[config.mk]
export PLATFORM = sky130hd
export DESIGN_NAME = priority_ready_queue_scheduler_flat
export DESIGN_NICKNAME = d
export VERILOG_FILES = /design/src/sv/prqs_pkg.sv /design/src/sv/prqs_req_if.sv /design/src/sv/prqs_rsp_if.sv /design/src/sv/prqs_ready_mem.sv /design/src/sv/priority_ready_queue_scheduler.sv /design/src/flat_wrapper.sv
export VERILOG_INCLUDE_DIRS = /design/src /design/src/sv
export SDC_FILE = /design/constraint.sdc
export NUM_CORES = 1
export LEC_CHECK = 0
export ABC_CLOCK_PERIOD_IN_PS = 4830
export BUFFER_PORTS_ARGS = -buffer_cell sky130_fd_sc_hd__buf_2
export CAP_MARGIN = 0
export CELL_PAD_IN_SITES_DETAIL_PLACEMENT = 1
export CELL_PAD_IN_SITES_GLOBAL_PLACEMENT = 1
export CORE_AREA = 3 3 151 153
export DETAILED_ROUTE_END_ITERATION = 7
export DIE_AREA = 0 0 154 156
export PLACE_DENSITY_LB_ADDON = 0.15
export RECOVER_POWER = 25
export SLEW_MARGIN = 40
export SYNTH_ARGS = -nofsm -noshare
export SYNTH_HDL_FRONTEND = slang
export SYNTH_HIERARCHICAL = 1
export SYNTH_SLANG_ARGS = --single-unit
[constraint.sdc]
create_clock -name clk -period 4.83 [get_ports clk]
set_input_delay 0.483 -clock clk [delete_from_list [all_inputs] [get_ports clk]]
set_output_delay 0.483 -clock clk [all_outputs]
set_load 0.03 [all_outputs]
[src/sv/priority_ready_queue_scheduler_defines.svh]
// Assertion macros for the priority ready queue scheduler.
// Used by the top level; no other dependencies.
`ifndef PRIORITY_READY_QUEUE_SCHEDULER_DEFINES_SVH
`define PRIORITY_READY_QUEUE_SCHEDULER_DEFINES_SVH

`ifndef SYNTHESIS
// Same-cycle implication, disabled while reset is active.
`define PRQS_ASSERT_IMP(lbl, clk, rst_n, ante, cons, msg) \
	lbl: assert property (@(posedge clk) disable iff (!rst_n) (ante) |-> (cons)) \
		else $error(msg);
// Next-cycle implication, disabled while reset is active.
`define PRQS_ASSERT_NXT(lbl, clk, rst_n, ante, cons, msg) \
	lbl: assert property (@(posedge clk) disable iff (!rst_n) (ante) |=> (cons)) \
		else $error(msg);
`else
`define PRQS_ASSERT_IMP(lbl, clk, rst_n, ante, cons, msg)
`define PRQS_ASSERT_NXT(lbl, clk, rst_n, ante, cons, msg)
`endif

`endif

[src/sv/prqs_pkg.sv]
// Shared types and codes of the priority ready queue scheduler.
// No dependencies; used by the channel interfaces and the top level.
`default_nettype none

package prqs_pkg;

	localparam int LEVELS      = 3;
	localparam int TASK_PORT_W = 8;
	localparam int PRI_W       = 2;
	localparam int STATUS_W    = 3;

	localparam logic OP_ADD   = 1'b0;
	localparam logic OP_SCHED = 1'b1;

	localparam logic [PRI_W-1:0] PRI_IDLE = 2'd3;

	localparam logic [STATUS_W-1:0] ST_QUEUED  = 3'd0;
	localparam logic [STATUS_W-1:0] ST_IDLE    = 3'd1;
	localparam logic [STATUS_W-1:0] ST_DROPPED = 3'd2;
	localparam logic [STATUS_W-1:0] ST_SCHED   = 3'd3;
	localparam logic [STATUS_W-1:0] ST_NONE    = 3'd4;

	typedef struct packed {
		logic [STATUS_W-1:0]    status;
		logic [TASK_PORT_W-1:0] running_task;
		logic                   running_valid;
		logic                   switched;
	} res_t;

endpackage

`default_nettype wire

[src/sv/prqs_req_if.sv]
// Request channel of the scheduler: valid, ready and one request item.
// Depends on prqs_pkg.
`default_nettype none

interface prqs_req_if import prqs_pkg::*; ();
	logic                   valid;
	logic                   ready;
	logic                   op;
	logic [TASK_PORT_W-1:0] task_id;
	logic [PRI_W-1:0]       priority_req;

	modport source (output valid, op, task_id, priority_req, input ready);
	modport sink (input valid, op, task_id, priority_req, output ready);
endinterface

`default_nettype wire

[src/sv/prqs_rsp_if.sv]
// Result channel of the scheduler: valid, ready and one result item.
// Depends on prqs_pkg.
`default_nettype none

interface prqs_rsp_if import prqs_pkg::*; ();
	logic                   valid;
	logic                   ready;
	logic [STATUS_W-1:0]    status;
	logic [TASK_PORT_W-1:0] running_task;
	logic                   running_valid;
	logic                   switched;

	modport source (output valid, status, running_task, running_valid, switched, input ready);
	modport sink (input valid, status, running_task, running_valid, switched, output ready);
endinterface

`default_nettype wire

[src/sv/prqs_ready_mem.sv]
// Ready-queue task store: one write port, one read port, registered read data.
// No dependencies.
`default_nettype none

module prqs_ready_mem #(
	parameter int DEPTH = 24,
	parameter int WIDTH = 8
) (
	input  wire                      clk,
	input  wire                      we,
	input  wire  [$clog2(DEPTH)-1:0] waddr,
	input  wire  [WIDTH-1:0]         wdata,
	input  wire                      re,
	input  wire  [$clog2(DEPTH)-1:0] raddr,
	output logic [WIDTH-1:0]         rdata
);

	logic [WIDTH-1:0] mem [DEPTH];

	always_ff @(posedge clk) begin
		if (we) begin
			mem[waddr] <= wdata;
		end
		if (re) begin
			rdata <= mem[raddr];
		end
	end

endmodule

`default_nettype wire

[src/sv/priority_ready_queue_scheduler.sv]
// Top level of the priority ready queue scheduler.
// Depends on prqs_pkg, prqs_req_if, prqs_rsp_if, prqs_ready_mem and the defines header.
`default_nettype none
`include "priority_ready_queue_scheduler_defines.svh"

// The scheduler keeps three FIFO ready queues (high, medium, low) of QUEUE_DEPTH task
// ids each in one synchronous memory, plus an idle-task register and a running-task
// register. Every request transfer yields exactly one result transfer, in order. An
// add request is handled in the cycle of its transfer: the task id is written at the
// tail of its level's queue (or dropped when that queue is full), or it replaces the
// idle task. For a schedule request, the head of the highest non-empty queue is read
// from the memory in the transfer cycle, and the result is formed from the read data
// in the next cycle, falling back to the idle task when all queues are empty. As the
// task store's read data is registered, the request side is not ready while a
// schedule's read is in flight; adds sustain one per cycle while no result is held.
// Results sit in an output register; if it is still occupied when a result is ready,
// the result waits in a hold register and the request side pauses until it moves
// on. Task ids keep only their low TASK_ID_BITS bits. The task store is not cleared
// after reset, since the queue counts guard every read.

module priority_ready_queue_scheduler import prqs_pkg::*; #(
	parameter int QUEUE_DEPTH  = 8,
	parameter int TASK_ID_BITS = 8
) (
	input wire         clk,
	input wire         arst_n,
	prqs_req_if.sink   req,
	prqs_rsp_if.source rsp
);

	localparam int IDW   = TASK_ID_BITS;
	localparam int CW    = $clog2(QUEUE_DEPTH + 1);
	localparam int HW    = $clog2(QUEUE_DEPTH);
	localparam int SW    = $clog2(2 * QUEUE_DEPTH);
	localparam int MDEP  = LEVELS * QUEUE_DEPTH;
	localparam int AW    = $clog2(MDEP);
	localparam int LVL_W = $clog2(LEVELS);

	typedef enum logic [2:0] {
		S_IDLE = 3'b001,
		S_READ = 3'b010,
		S_HOLD = 3'b100
	} state_t;

	// Narrows or widens an internal task id to the port width.
	function automatic logic [TASK_PORT_W-1:0] to_port(input logic [IDW-1:0] v);
		logic [IDW+TASK_PORT_W-1:0] e;
		e = {{TASK_PORT_W{1'b0}}, v};
		return e[TASK_PORT_W-1:0];
	endfunction

	state_t           state_q;
	logic [HW-1:0]    heads_q [LEVELS];
	logic [CW-1:0]    counts_q [LEVELS];
	logic [IDW-1:0]   running_q;
	logic             running_flag_q;
	logic [IDW-1:0]   idle_q;
	logic             idle_flag_q;
	logic             pop_s1;
	logic             out_valid_q;
	res_t             out_q;
	res_t             hold_q;

	logic                 in_xfer;
	logic                 out_free;
	logic [IDW+TASK_PORT_W-1:0] id_ext;
	logic [IDW-1:0]       add_id;
	logic [HW-1:0]        add_head;
	logic [CW-1:0]        add_cnt;
	logic                 add_full;
	logic [SW-1:0]        tail_sum;
	logic [HW-1:0]        tail_slot;
	logic                 pop_hit;
	logic [LVL_W-1:0]     pop_lvl;
	logic [HW-1:0]        pop_head;
	logic                 do_push;
	logic                 do_pop;
	logic                 mem_we;
	logic [AW-1:0]        mem_waddr;
	logic                 mem_re;
	logic [AW-1:0]        mem_raddr;
	logic [IDW-1:0]       mem_rdata;
	logic [IDW-1:0]       nxt_id;
	logic                 avail;
	logic                 sw;
	res_t                 add_res;
	res_t                 sched_res;
	res_t                 cur_res;
	logic                 res_valid;

	assign in_xfer  = req.valid && req.ready;
	assign req.ready = (state_q == S_IDLE);
	assign out_free = !out_valid_q || rsp.ready;

	assign id_ext = {{IDW{1'b0}}, req.task_id};
	assign add_id = id_ext[IDW-1:0];

	// Queue state of the level an add request names, and the level a schedule pops.
	always_comb begin
		add_head = '0;
		add_cnt  = '0;
		pop_hit  = 1'b0;
		pop_lvl  = '0;
		pop_head = '0;
		for (int l = 0; l < LEVELS; l++) begin
			if (PRI_W'(l) == req.priority_req) begin
				add_head = heads_q[l];
				add_cnt  = counts_q[l];
			end
			if (!pop_hit && counts_q[l] != '0) begin
				pop_hit  = 1'b1;
				pop_lvl  = LVL_W'(l);
				pop_head = heads_q[l];
			end
		end
	end

	// Tail slot is head plus count, wrapped once around the queue depth.
	always_comb begin
		tail_sum = SW'(add_head) + SW'(add_cnt);
		if (tail_sum >= SW'(QUEUE_DEPTH)) begin
			tail_sum = tail_sum - SW'(QUEUE_DEPTH);
		end
		tail_slot = tail_sum[HW-1:0];
	end

	assign add_full = (add_cnt == CW'(QUEUE_DEPTH));
	assign do_push  = in_xfer && req.op == OP_ADD && req.priority_req != PRI_IDLE && !add_full;
	assign do_pop   = in_xfer && req.op == OP_SCHED && pop_hit;

	assign mem_we    = do_push;
	assign mem_waddr = AW'(req.priority_req) * AW'(QUEUE_DEPTH) + AW'(tail_slot);
	assign mem_re    = do_pop;
	assign mem_raddr = AW'(pop_lvl) * AW'(QUEUE_DEPTH) + AW'(pop_head);

	prqs_ready_mem #(
		.DEPTH (MDEP),
		.WIDTH (IDW)
	) u_mem (
		.clk   (clk),
		.we    (mem_we),
		.waddr (mem_waddr),
		.wdata (add_id),
		.re    (mem_re),
		.raddr (mem_raddr),
		.rdata (mem_rdata)
	);

	// Result of an add request, formed in its transfer cycle.
	always_comb begin
		add_res.running_task  = to_port(running_q);
		add_res.running_valid = running_flag_q;
		add_res.switched      = 1'b0;
		if (req.priority_req == PRI_IDLE) begin
			add_res.status = ST_IDLE;
		end else if (add_full) begin
			add_res.status = ST_DROPPED;
		end else begin
			add_res.status = ST_QUEUED;
		end
	end

	// Result of a schedule request, formed in the cycle after its transfer, when the
	// popped task id arrives from the memory. Nothing else changes in between.
	assign nxt_id = pop_s1 ? mem_rdata : idle_q;
	assign avail  = pop_s1 || idle_flag_q;
	assign sw     = avail && (!running_flag_q || running_q != nxt_id);

	always_comb begin
		sched_res.status        = avail ? ST_SCHED : ST_NONE;
		sched_res.running_task  = to_port(avail ? nxt_id : running_q);
		sched_res.running_valid = running_flag_q || avail;
		sched_res.switched      = sw;
	end

	assign res_valid = (state_q == S_READ) || (in_xfer && req.op == OP_ADD);
	assign cur_res   = (state_q == S_READ) ? sched_res : add_res;

	// Control state and scheduler registers.
	always_ff @(posedge clk or negedge arst_n) begin
		if (!arst_n) begin
			state_q        <= S_IDLE;
			running_q      <= '0;
			running_flag_q <= 1'b0;
			idle_q         <= '0;
			idle_flag_q    <= 1'b0;
			pop_s1         <= 1'b0;
			out_valid_q    <= 1'b0;
			for (int l = 0; l < LEVELS; l++) begin
				heads_q[l]  <= '0;
				counts_q[l] <= '0;
			end
		end else begin
			for (int l = 0; l < LEVELS; l++) begin
				if (do_push && PRI_W'(l) == req.priority_req) begin
					counts_q[l] <= counts_q[l] + CW'(1);
				end
				if (do_pop && LVL_W'(l) == pop_lvl) begin
					counts_q[l] <= counts_q[l] - CW'(1);
					heads_q[l]  <= (heads_q[l] == HW'(QUEUE_DEPTH - 1)) ?
						'0 : heads_q[l] + HW'(1);
				end
			end

			if (in_xfer && req.op == OP_ADD && req.priority_req == PRI_IDLE) begin
				idle_q      <= add_id;
				idle_flag_q <= 1'b1;
			end

			if (in_xfer && req.op == OP_SCHED) begin
				pop_s1 <= pop_hit;
			end

			if (state_q == S_READ && avail) begin
				running_q      <= nxt_id;
				running_flag_q <= 1'b1;
			end

			// Output register: loads a fresh or held result, else empties on transfer.
			if ((res_valid || state_q == S_HOLD) && out_free) begin
				out_valid_q <= 1'b1;
			end else if (rsp.ready) begin
				out_valid_q <= 1'b0;
			end

			case (state_q)
				S_IDLE: begin
					if (in_xfer && req.op == OP_SCHED) begin
						state_q <= S_READ;
					end else if (in_xfer && !out_free) begin
						state_q <= S_HOLD;
					end
				end
				S_READ: begin
					state_q <= out_free ? S_IDLE : S_HOLD;
				end
				S_HOLD: begin
					if (out_free) begin
						state_q <= S_IDLE;
					end
				end
				default: begin
					state_q <= S_IDLE;
				end
			endcase
		end
	end

	// Result payload registers.
	always_ff @(posedge clk) begin
		if (state_q == S_HOLD && out_free) begin
			out_q <= hold_q;
		end else if (res_valid && out_free) begin
			out_q <= cur_res;
		end
		if (res_valid && !out_free) begin
			hold_q <= cur_res;
		end
	end

	assign rsp.valid         = out_valid_q;
	assign rsp.status        = out_q.status;
	assign rsp.running_task  = out_q.running_task;
	assign rsp.running_valid = out_q.running_valid;
	assign rsp.switched      = out_q.switched;

	// A schedule transfer always moves to the read state to wait for the task store.
	`PRQS_ASSERT_NXT(a_sched_read, clk, arst_n, in_xfer && req.op == OP_SCHED, state_q == S_READ, "schedule did not enter read state")
	// A held result implies the output register is occupied.
	`PRQS_ASSERT_IMP(a_hold_busy, clk, arst_n, state_q == S_HOLD, out_valid_q, "result held with free output register")
	// Once a task has been selected to run, the flag never clears.
	`PRQS_ASSERT_IMP(a_run_sticky, clk, arst_n, 1'b1, !$fell(running_flag_q), "running flag cleared")
	// A push never lands on a full queue.
	`PRQS_ASSERT_IMP(a_push_room, clk, arst_n, mem_we, add_cnt < CW'(QUEUE_DEPTH), "push into a full queue")

endmodule

`default_nettype wire

[src/flat_wrapper.sv]
// flat-port wrapper written by rule: the top's interface ports become plain ports
module priority_ready_queue_scheduler_flat import prqs_pkg::*;
#(
	parameter int QUEUE_DEPTH  = 8,
	parameter int TASK_ID_BITS = 8
)
  (clk, arst_n, req_valid, req_op, req_task_id, req_priority_req, req_ready, rsp_valid, rsp_status, rsp_running_task, rsp_running_valid, rsp_switched, rsp_ready);
  prqs_req_if req_i ();
  prqs_rsp_if rsp_i ();
  input wire clk;
  input wire arst_n;
  input wire logic [$bits(req_i.valid)-1:0] req_valid;
  input wire logic [$bits(req_i.op)-1:0] req_op;
  input wire logic [$bits(req_i.task_id)-1:0] req_task_id;
  input wire logic [$bits(req_i.priority_req)-1:0] req_priority_req;
  output wire logic [$bits(req_i.ready)-1:0] req_ready;
  output wire logic [$bits(rsp_i.valid)-1:0] rsp_valid;
  output wire logic [$bits(rsp_i.status)-1:0] rsp_status;
  output wire logic [$bits(rsp_i.running_task)-1:0] rsp_running_task;
  output wire logic [$bits(rsp_i.running_valid)-1:0] rsp_running_valid;
  output wire logic [$bits(rsp_i.switched)-1:0] rsp_switched;
  input wire logic [$bits(rsp_i.ready)-1:0] rsp_ready;
  assign req_i.valid = req_valid;
  assign req_i.op = req_op;
  assign req_i.task_id = req_task_id;
  assign req_i.priority_req = req_priority_req;
  assign req_ready = req_i.ready;
  assign rsp_valid = rsp_i.valid;
  assign rsp_status = rsp_i.status;
  assign rsp_running_task = rsp_i.running_task;
  assign rsp_running_valid = rsp_i.running_valid;
  assign rsp_switched = rsp_i.switched;
  assign rsp_i.ready = rsp_ready;
  priority_ready_queue_scheduler #(.QUEUE_DEPTH(QUEUE_DEPTH), .TASK_ID_BITS(TASK_ID_BITS)) u_core (.clk(clk), .arst_n(arst_n), .req(req_i), .rsp(rsp_i));
endmodule
==> flow_summary.yaml, run 1 <==
clocking:
  cts_resized: 0
  postCtsSetupBuffers: 0
  clkLatencyLatePin_ns: 0.56
  clockBufferDepth: 3
  cts.clk_slew.worst_paths_ns: 0.06
  clkSinkCount: 270
  numCtsBuffers: 28
  cts_root_buf: "clkbuf_16"
  htreeDepth: 1
  cts_tree: "built"
timing:
  tightestPinTransition_ns: 1.40
  finalCriticalPeriod_ns: 3.62
  skew_ns: 0.0236
  setup_viol: 0
  maxSlewViolCount: 0
  max_freq_mhz: 276
  finalSetupTns_ns: 0
  slew_headroom_pct: 6.37
  rsz0062_at_grt: "false"
  finalCritPeriodShare_pct: 74.9
  fin_ws_ns: 1.21
  final_hold_viol_count: 0
yosys:
  yosysTopAreaCellShare_pct: 59.3
  synth_cell_type_count: 64
  yosys.area.top_type: "edfxtp_1"
  synth_ff_type: "edfxtp_1"
  synth_common_cells: "226 x edfxtp_1, 58 x mux2i_1, 43 x dfrtp_1, 34 x nor2_1, 32 x mux4_2"
  synth_most_common_cell: "edfxtp_1"
  synth_edf_count: 226
  synth.avg_cell_area_um2: 16.9
  synthArstFlopShare_pct: 16.3
  synth.cell_area_mm2: 0.0114
  yosysWarnings: 6
  synth.area.top_cells: "edfxtp_1 59%, dfrtp_1 9.4%, mux4_2 6.3%"
  ys_ff_latch: 270
  synth_cells: 676
  ys_seq_area_share_pct: 68.9
  syn_nets: 708
worst_setup_path:
  worst-path-buf-inv: 1
  crit_type: "reg -> reg"
  cp_max_fo: 12
  required_ns: 5.09
  arrival_ns: 3.88
  critical-path-slowest-cell: "or4_1"
  crit_path_max_incr_delay_ns: 0.70
  crit_chain: "or4_1, nor2_1, a221oi_1, nor2_4, buf_4, mux4_2, a2bb2oi_1, nand3_1, o311ai_1"
  cp-end-kind: "flip-flop"
  cp_top_family: "simple AND/OR/NAND/NOR gates"
  crit_path_start_kind: "flip-flop"
floorplan:
  io_pins: 30
  num_rows: 54
  core_area_mm2: 0.0217
  die-area_mm2: 0.0240
  dieWidth_um: 154
  die_y_um: 156
  start_util_pct: 52.8
power:
  switchingPower_mw: 2.31
  p_int_mw: 5.04
  comb_power_share_pct: 30.4
  vdd_drop_max_mv: 0.396
  power_frac_seq_pct: 39.6
  power_per_cell_area_mw_per_mm2: 572
  switching_share_pct: 31.4
  cellLeakagePower_nw: 4.55
  clockPowerShare_pct: 30.0
route:
  initialDrtViolationCount: 456
  postRouteAntennaNets: 0
  drc: 0
  post_drt_wl_per_cell_um: 25.2
  wl_um: 25600
  num_vias: 6152
  avgViaCountPerCell: 6.06
  first_pass_iters: 4
global_routing:
  track_usage_pct: 21.4
  antenna_found_initial: 0
  overflow: 0
  grt_pass1_vias: 6655
  grt_pass1_wl_um: 39700
  grt_max_degree: 45
outcome:
  status: "finished, final reports clean"
final_layout:
  seqCellArea_mm2: 0.00789
  drive_gt1_share_pct: 21.6
  areaGrowthSynthToFinish_pct: 12.2
  multiInputGateArea_mm2: 0.00336
  antenna_cells: 0
  fillers: 1956
  finalNetCount: 745
hold_path:
  hold_path_class: "in -> reg"
run:
  drv_cap: 0
placement:
  port_buffers: 29
  globalplace.congestion: 0.819
  hpwl_um: 16600
  post-place-ws_ns: 0.999
## tightest hold or removal path: stages
cell	delay (ns)
buf_2	0.08
nor2b_1	0.06
and2_1	0.14
## layer usage
layer	global-route usage (%)	vias to the layer above	part of all wire (%)
met4	7.36	0	3.6
met3	3.19	47	4.4
met1	29.0	3228	43
li1	-	2716	-
met2	36.0	161	49
met5	0	-	0
## cell families after synthesis
logic type,count (synthesis),share of synthesized area [%]
AOI/OAI and AO/OA,85,5.53
adders and majority gates,17,2.12
and+or+nand+nor,124,5.73
xor gates and xnor gates,20,1.53
DFF,270,68.9
buffers and inverters,43,2.07
muxes,117,14.1
## per-stage QoR
stage	hold slack (ns)	utilization, %	total power [mW]	cell area (um^2)	std cells
after floorplan	0.187	-	4.60	11400	676
after global placement	0.470	54.5	5.03	11800	960
after detailed placement	0.484	54.7	5.17	11900	962
after CTS	0.251	59.2	7.40	12800	1015
after global routing	0.262	59.2	7.69	12800	1015
final	0.271	59.2	7.35	12800	1015
## path summary, 6_finish.rpt
path	depth (start not counted)	endpoint	slack [ns]	startpoint
min in group asynchronous	2	u_core/counts_q[10]	0.48	arst_n
setup reg to reg	9	u_core/u_mem/rdata[1]	1.21	u_core/counts_q[4]
hold / removal	3	u_core/state_q[2]	0.27	rsp_ready
setup / recovery	9	u_core/u_mem/rdata[1]	1.21	u_core/counts_q[4]
max in group asynchronous	2	u_core/idle_q[2]	3.95	arst_n
hold reg to reg	1	u_core/running_flag_q	0.49	u_core/running_flag_q
## cells in the final DEF, fill, tap and decap left out, types with 10 or more instances in the layout
master and instances:
edfxtp_1 226, o21ai_0 13, clkbuf_1 11, nand3_1 13, mux4_2 32, inv_1 11
nor2_1 28, xnor2_1 10, mux2i_1 58, buf_2 21, clkbuf_16 28, ha_1 13
mux2_2 24, nand2_1 30, dfrtp_1 43, xor2_1 10
## power by group through the flow
| stage | combinational (mW) | clock, mW | sequential [mW] |
|---|---|---|---|
| 3_5_place_dp | 2.21 | 0 | 2.95 |
| 3_3_place_gp | 2.09 | 0 | 2.94 |
| 4_1_cts | 2.24 | 2.25 | 2.91 |
| 5_1_grt | 2.41 | 2.36 | 2.93 |
| 2_1_floorplan | 1.67 | 0 | 2.93 |
| 6_report | 2.24 | 2.20 | 2.91 |
## registers in the layout (all words and copies together), names as in the netlist, 3 cells and up
name,cells
u_core/rsp.status,3
u_core/rsp.running_task,8
u_core/u_mem/mem,192
u_core/state_q,3
u_core/u_mem/rdata,8
u_core/running_q,8
u_core/counts_q,12
u_core/idle_q,8
u_core/hold_q,13
u_core/heads_q,9
## what timing repair did
| action | 4_1_cts | 5_1_grt |
|---|---|---|
| hold endpoints to repair | 43 | 0 |
| hold buffers | 1 | 0 |
| setup endpoints to repair | 0 | 0 |
## final cells by class
| type | count | area share (%) |
|---|---|---|
| Multi-Input combinational cell | 363 | 26.2 |
| Timing Repair Buffer | 38 | 1.84 |
| Inverter | 12 | 0.351 |
| Tap cell | 280 | 2.73 |
| Sequential cell | 270 | 61.4 |
| Clock inverter | 20 | 1.89 |
| Clock buffer | 32 | 5.57 |
Note: power is estimated with default switching activity, not from simulation.
==> inputs of run 2 (changes only) <==
--- a/config.mk
+++ b/config.mk
@@ -6,14 +6,14 @@
 export SDC_FILE = /design/constraint.sdc
 export NUM_CORES = 1
 export LEC_CHECK = 0
-export ABC_CLOCK_PERIOD_IN_PS = 4830
+export ABC_CLOCK_PERIOD_IN_PS = 2930
 export BUFFER_PORTS_ARGS = -buffer_cell sky130_fd_sc_hd__buf_2
 export CAP_MARGIN = 0
 export CELL_PAD_IN_SITES_DETAIL_PLACEMENT = 1
 export CELL_PAD_IN_SITES_GLOBAL_PLACEMENT = 1
-export CORE_AREA = 3 3 151 153
+export CORE_AREA = 3 3 159 161
 export DETAILED_ROUTE_END_ITERATION = 7
-export DIE_AREA = 0 0 154 156
+export DIE_AREA = 0 0 162 164
 export PLACE_DENSITY_LB_ADDON = 0.15
 export RECOVER_POWER = 25
 export SLEW_MARGIN = 40
==> constraint.sdc (replaced) <==
create_clock -name clk -period 2.93 [get_ports clk]
set_input_delay 0.293 -clock clk [delete_from_list [all_inputs] [get_ports clk]]
set_output_delay 0.293 -clock clk [all_outputs]
set_load 0.03 [all_outputs]
==> flow_summary.yaml, run 2 (synthesis results as in run 1) <==
floorplan:
  num_rows: 57
  core_area_mm2: 0.0241
  start_util_pct: 47.5
  die-area_mm2: 0.0266
  die_y_um: 164
  io_pins: 30
  dieWidth_um: 162
global_routing:
  grt_max_degree: 45
  overflow: 0
  antenna_found_initial: 0
  grt_pass1_vias: 6866
  track_usage_pct: 19.7
  grt_pass1_wl_um: 39800
worst_setup_path:
  cp-startpoint: "u_core/counts_q[4]"
  worst_r2r_path_depth: 9
  crit_top_cell: "buf_12"
  cp_max_fo: 6
  rrSetupSlack_ns: 0.02
  cp-end-kind: "flip-flop"
  crit_path_start_kind: "flip-flop"
  crit_type: "reg -> reg"
  arrival_ns: 3.16
  worstReg2RegEnd: "u_core/u_mem/rdata[6]"
  rr_startpoint: "u_core/counts_q[4]"
  crit_path_max_incr_delay_ns: 0.60
  critical-path-slowest-cell: "or4_4"
  crit_chain: "or4_4, a221oi_4, nor2_4, buf_12, buf_12, buf_4, mux4_2, mux2i_4, o311ai_2"
  required_ns: 3.19
hold_path:
  holdPathStages: 3
  hp-start: "rsp_ready"
  hold_path_class: "in -> reg"
  hold_end: "u_core/state_q[2]"
placement:
  globalplace.congestion: 0.814
  post-place-ws_ns: -0.276
  port_buffers: 29
  hpwl_um: 17700
timing:
  final_hold_viol_count: 0
  skew_ns: 0.0260
  max_freq_mhz: 344
  setup_viol: 0
  finalSetupTns_ns: 0
  rsz0062_at_grt: "true"
  finalCriticalPeriod_ns: 2.91
  fin_ws_ns: 0.0223
  slew_headroom_pct: 14.3
  finalCritPeriodShare_pct: 99.2
  maxSlewViolCount: 0
  tightestPinTransition_ns: 1.29
route:
  drc: 0
  postRouteAntennaNets: 0
  avgViaCountPerCell: 5.51
  wl_um: 26000
  first_pass_iters: 4
  initialDrtViolationCount: 395
  post_drt_wl_per_cell_um: 22.7
  num_vias: 6303
power:
  comb_power_share_pct: 36.2
  power_per_cell_area_mw_per_mm2: 961
  power_frac_seq_pct: 35.9
  vdd_drop_max_mv: 0.615
  p_int_mw: 9.22
  cellLeakagePower_nw: 5.06
  switchingPower_mw: 4.06
  switching_share_pct: 30.6
  clockPowerShare_pct: 27.8
clocking:
  cts_tree: "built"
  htreeDepth: 1
  cts.clk_slew.worst_paths_ns: 0.06
  clockBufferDepth: 3
  clkSinkCount: 270
  numCtsBuffers: 29
  cts_root_buf: "clkbuf_16"
  clkLatencyLatePin_ns: 0.56
final_layout:
  final_common_cell: "edfxtp_1"
  largest_reg_flops: 192
  finalNetCount: 830
  regMostFlops: "u_core/u_mem/mem"
  antenna_cells: 0
  final_cell_mix: "226 x edfxtp_1, 77 x buf_4, 50 x mux2i_1, 43 x dfrtp_1"
  areaGrowthSynthToFinish_pct: 20.7
  drive_gt1_share_pct: 31.5
  largestRegisters: "u_core/u_mem/mem x192, u_core/hold_q x13, u_core/counts_q x12"
  fillers: 2271
outcome:
  status: "finished, final reports clean"
run:
  drv_cap: 0
## run 2: final cells by class
| class | instances | area, um^2 | area share (%) |
|---|---|---|---|
| Sequential cell | 270 | 7890 | 57.1 |
| Multi-Input combinational cell | 363 | 3500 | 25.4 |
| Timing Repair Buffer | 122 | 992 | 7.18 |
| Clock buffer | 41 | 842 | 6.09 |
| Tap cell | 324 | 405 | 2.93 |
| Clock inverter | 12 | 139 | 1.01 |
| Inverter | 12 | 45.0 | 0.326 |
## run 2: timing repair
| action | 4_1_cts | 5_1_grt |
|---|---|---|
| hold buffers | 1 | 0 |
| endpoints found under the setup margin | 36 | 98 |
| setup buffers | 2 | 12 |
| gates resized for setup | 12 | 29 |
| gates cloned | 0 | 2 |
| endpoints found under the hold margin | 43 | 0 |
| pin swaps | 1 | 5 |
## run 2: through the flow
| step | utilization [%] | hold slack, ns | area, um^2 | instances | total power [mW] |
|---|---|---|---|---|---|
| final | 57.3 | 0.0697 | 13800 | 1144 | 13.3 |
| after global routing | 57.3 | 0.0633 | 13800 | 1144 | 13.9 |
| after CTS | 56.0 | 0.0424 | 13500 | 1130 | 12.8 |
| after detailed placement | 51.6 | 0.333 | 12400 | 1074 | 8.95 |
| after global placement | 51.6 | 0.467 | 12400 | 1074 | 8.75 |
| after floorplan | - | -0.00259 | 11400 | 676 | 7.58 |
## run 2: how the worst max path moves through the flow
stage,end,slack (ns),cells past startpoint
final,u_core/u_mem/rdata[6],0.02,9
after global routing,u_core/u_mem/rdata[6],-0.04,10
after CTS,u_core/u_mem/rdata[6],-0.04,9
after detailed placement,u_core/u_mem/rdata[6],-0.28,9
after global placement,u_core/u_mem/rdata[4],-0.17,9
after floorplan,u_core/u_mem/mem[6][0],0.02,8
## run 2: critical path, delay by kind of cell, from the launching register on
family,cells,cell delay [ns]
simple gates,2,0.67
mux,2,0.66
compound gates,2,0.50
buf+inv,3,0.42
flops,1,0.38
## run 2: power by group through the flow
stage | combinational [mW] | clock [mW] | sequential (mW)
after floorplan | 2.76 | 0 | 4.82
after global placement | 3.94 | 0 | 4.82
after detailed placement | 4.12 | 0 | 4.83
after CTS | 4.29 | 3.77 | 4.76
after global routing | 5.18 | 3.94 | 4.81
final | 4.81 | 3.70 | 4.77
## run 2: per-layer routing
| layer | part of all wire [%] | GRT usage (%) | vias to the layer above |
|---|---|---|---|
| met5 | 0 | 0 | - |
| met4 | 3.0 | 6.51 | 0 |
| met3 | 4.1 | 2.85 | 54 |
| met2 | 52 | 34.6 | 125 |
| met1 | 41 | 25.4 | 3242 |
| li1 | - | - | 2882 |
==> inputs of run 3 (changes only) <==
--- a/config.mk
+++ b/config.mk
@@ -15,7 +15,6 @@
 export DETAILED_ROUTE_END_ITERATION = 7
 export DIE_AREA = 0 0 162 164
 export PLACE_DENSITY_LB_ADDON = 0.15
-export RECOVER_POWER = 25
 export SLEW_MARGIN = 40
 export SYNTH_ARGS = -nofsm -noshare
 export SYNTH_HDL_FRONTEND = slang
==> flow_summary.yaml, run 3 (synthesis results as in run 1) <==
outcome:
  status: "finished, final reports clean"
final_layout:
  final_common_cell: "edfxtp_1"
  antenna_cells: 0
  regMostFlops: "u_core/u_mem/mem"
  largestRegisters: "u_core/u_mem/mem x192, u_core/hold_q x13, u_core/counts_q x12"
  drive_gt1_share_pct: 32.3
  finalNetCount: 830
  final_cell_mix: "226 x edfxtp_1, 77 x buf_4, 50 x mux2i_1, 43 x dfrtp_1"
  areaGrowthSynthToFinish_pct: 20.8
  largest_reg_flops: 192
  fin_cells: 1144
floorplan:
  dieWidth_um: 162
  io_pins: 30
  die_y_um: 164
  start_util_pct: 47.5
  num_rows: 57
  die-area_mm2: 0.0266
  core_area_mm2: 0.0241
route:
  first_pass_iters: 4
  avgViaCountPerCell: 5.51
  drc: 0
  postRouteAntennaNets: 0
  post_drt_wl_per_cell_um: 22.8
  initialDrtViolationCount: 403
  wl_um: 26000
  num_vias: 6300
timing:
  tightestPinTransition_ns: 0.578
  rsz0062_at_grt: "true"
  slew_headroom_pct: 61.5
  finalSetupTns_ns: 0
  maxSlewViolCount: 0
  finalCriticalPeriod_ns: 2.91
  finalCritPeriodShare_pct: 99.2
  max_freq_mhz: 344
  setup_viol: 0
  final_hold_viol_count: 0
  skew_ns: 0.0261
placement:
  dpl.cell_count: 1074
  globalplace.congestion: 0.814
  port_buffers: 29
  hpwl_um: 17700
worst_setup_path:
  crit_path_start_kind: "flip-flop"
  cp_top_family: "simple AND/OR/NAND/NOR gates"
  arrival_ns: 3.16
  crit_type: "reg -> reg"
  crit_top_cell: "buf_12"
  worst-path-buf-inv: 3
  crit_path_max_incr_delay_ns: 0.60
  crit_chain: "or4_4, a221oi_4, nor2_4, buf_12, buf_12, buf_4, mux4_2, mux2i_4, o311ai_2"
  cp_max_fo: 6
  cp-end-kind: "flip-flop"
  required_ns: 3.19
  critical-path-slowest-cell: "or4_4"
clocking:
  htreeDepth: 1
  clkSinkCount: 270
  cts.clk_slew.worst_paths_ns: 0.06
  clkLatencyLatePin_ns: 0.56
  numCtsBuffers: 29
  clockBufferDepth: 3
  cts_tree: "built"
  cts_root_buf: "clkbuf_16"
global_routing:
  grt_max_degree: 45
  grt_pass1_vias: 6866
  overflow: 0
  antenna_found_initial: 0
  track_usage_pct: 19.7
  grt_pass1_wl_um: 39800
power:
  power_mw: 13.3
  cellLeakagePower_nw: 5.08
  power_per_cell_area_mw_per_mm2: 961
  vdd_drop_max_mv: 0.615
hold_path:
  hold_path_class: "in -> reg"
run:
  drv_cap: 0
run 3: changes by cell type in the layout (fill, tap and decap cells not counted), sizes merged:
| cell | change |
|---|---|
| buf | +7 |
| clkbuf | -7 |
run 3: final timing paths:
| path | to | cells past startpoint | start | slack (ns) |
|---|---|---|---|---|
| setup / recovery | u_core/u_mem/rdata[6] | 9 | u_core/counts_q[4] | 0.02 |
| hold / removal | u_core/state_q[2] | 3 | rsp_ready | 0.07 |
| setup reg to reg | u_core/u_mem/rdata[6] | 9 | u_core/counts_q[4] | 0.02 |
| hold reg to reg | u_core/idle_q[6] | 1 | u_core/idle_q[6] | 0.50 |
| max in group asynchronous | u_core/idle_q[2] | 2 | arst_n | 2.23 |
| min in group asynchronous | u_core/counts_q[4] | 2 | arst_n | 0.30 |
run 3: power by group:
part | leakage [nW] | internal (mW) | switching [mW] | total (mW)
sequential | 2.59 | 4.54 | 0.225 | 4.77
combinational | 2.02 | 2.43 | 2.39 | 4.82
clock | 0.476 | 2.25 | 1.45 | 3.70
run 3: layer usage:
| metal | global-route usage (%) | vias up | routed length [um] |
|---|---|---|---|
| li1 | - | 2881 | - |
| met1 | 25.4 | 3241 | 10700 |
| met2 | 34.6 | 124 | 13400 |
| met3 | 2.85 | 54 | 1100 |
| met4 | 6.51 | 0 | 776 |
| met5 | 0 | - | 0 |
run 3: worst register-to-register path, delay by kind of cell (launching register included):
kind	cells	cell delay (ns)
AOI/OAI and AO/OA	2	0.50
buffers and inverters	3	0.42
DFF	1	0.38
muxes	2	0.66
and+or+nand+nor	2	0.67
run 3: final cells by class:
class | count | area [um^2]
fillers | 2270 | 10300
flip-flops and latches | 270 | 7890
multi-input cells | 363 | 3500
repair buffers | 122 | 1000
clock buffers | 41 | 842
well taps | 324 | 405
clock inverters | 12 | 139
inverters | 12 | 45.0
run 3: what timing repair did:
action                                  4_1_cts  5_1_grt
pin swaps                                     1        5
buffers inserted                              2       12
hold buffers                                  1        0
gates cloned                                  0        2
hold endpoints to repair                     43        0
gates resized for setup                      12       29
endpoints found under the setup margin       36       98
run 3: through the flow:
step                hold slack [ns]  cell area, um^2  setup WS (ns)  util (%)
global placement              0.467            12400         -0.170      51.6
CTS                          0.0424            13500        -0.0422      56.0
finish                       0.0696            13800         0.0222      57.3
global route                 0.0633            13800        -0.0420      57.3
floorplan                  -0.00259            11400         0.0217         -
detailed placement            0.333            12400         -0.276      51.6
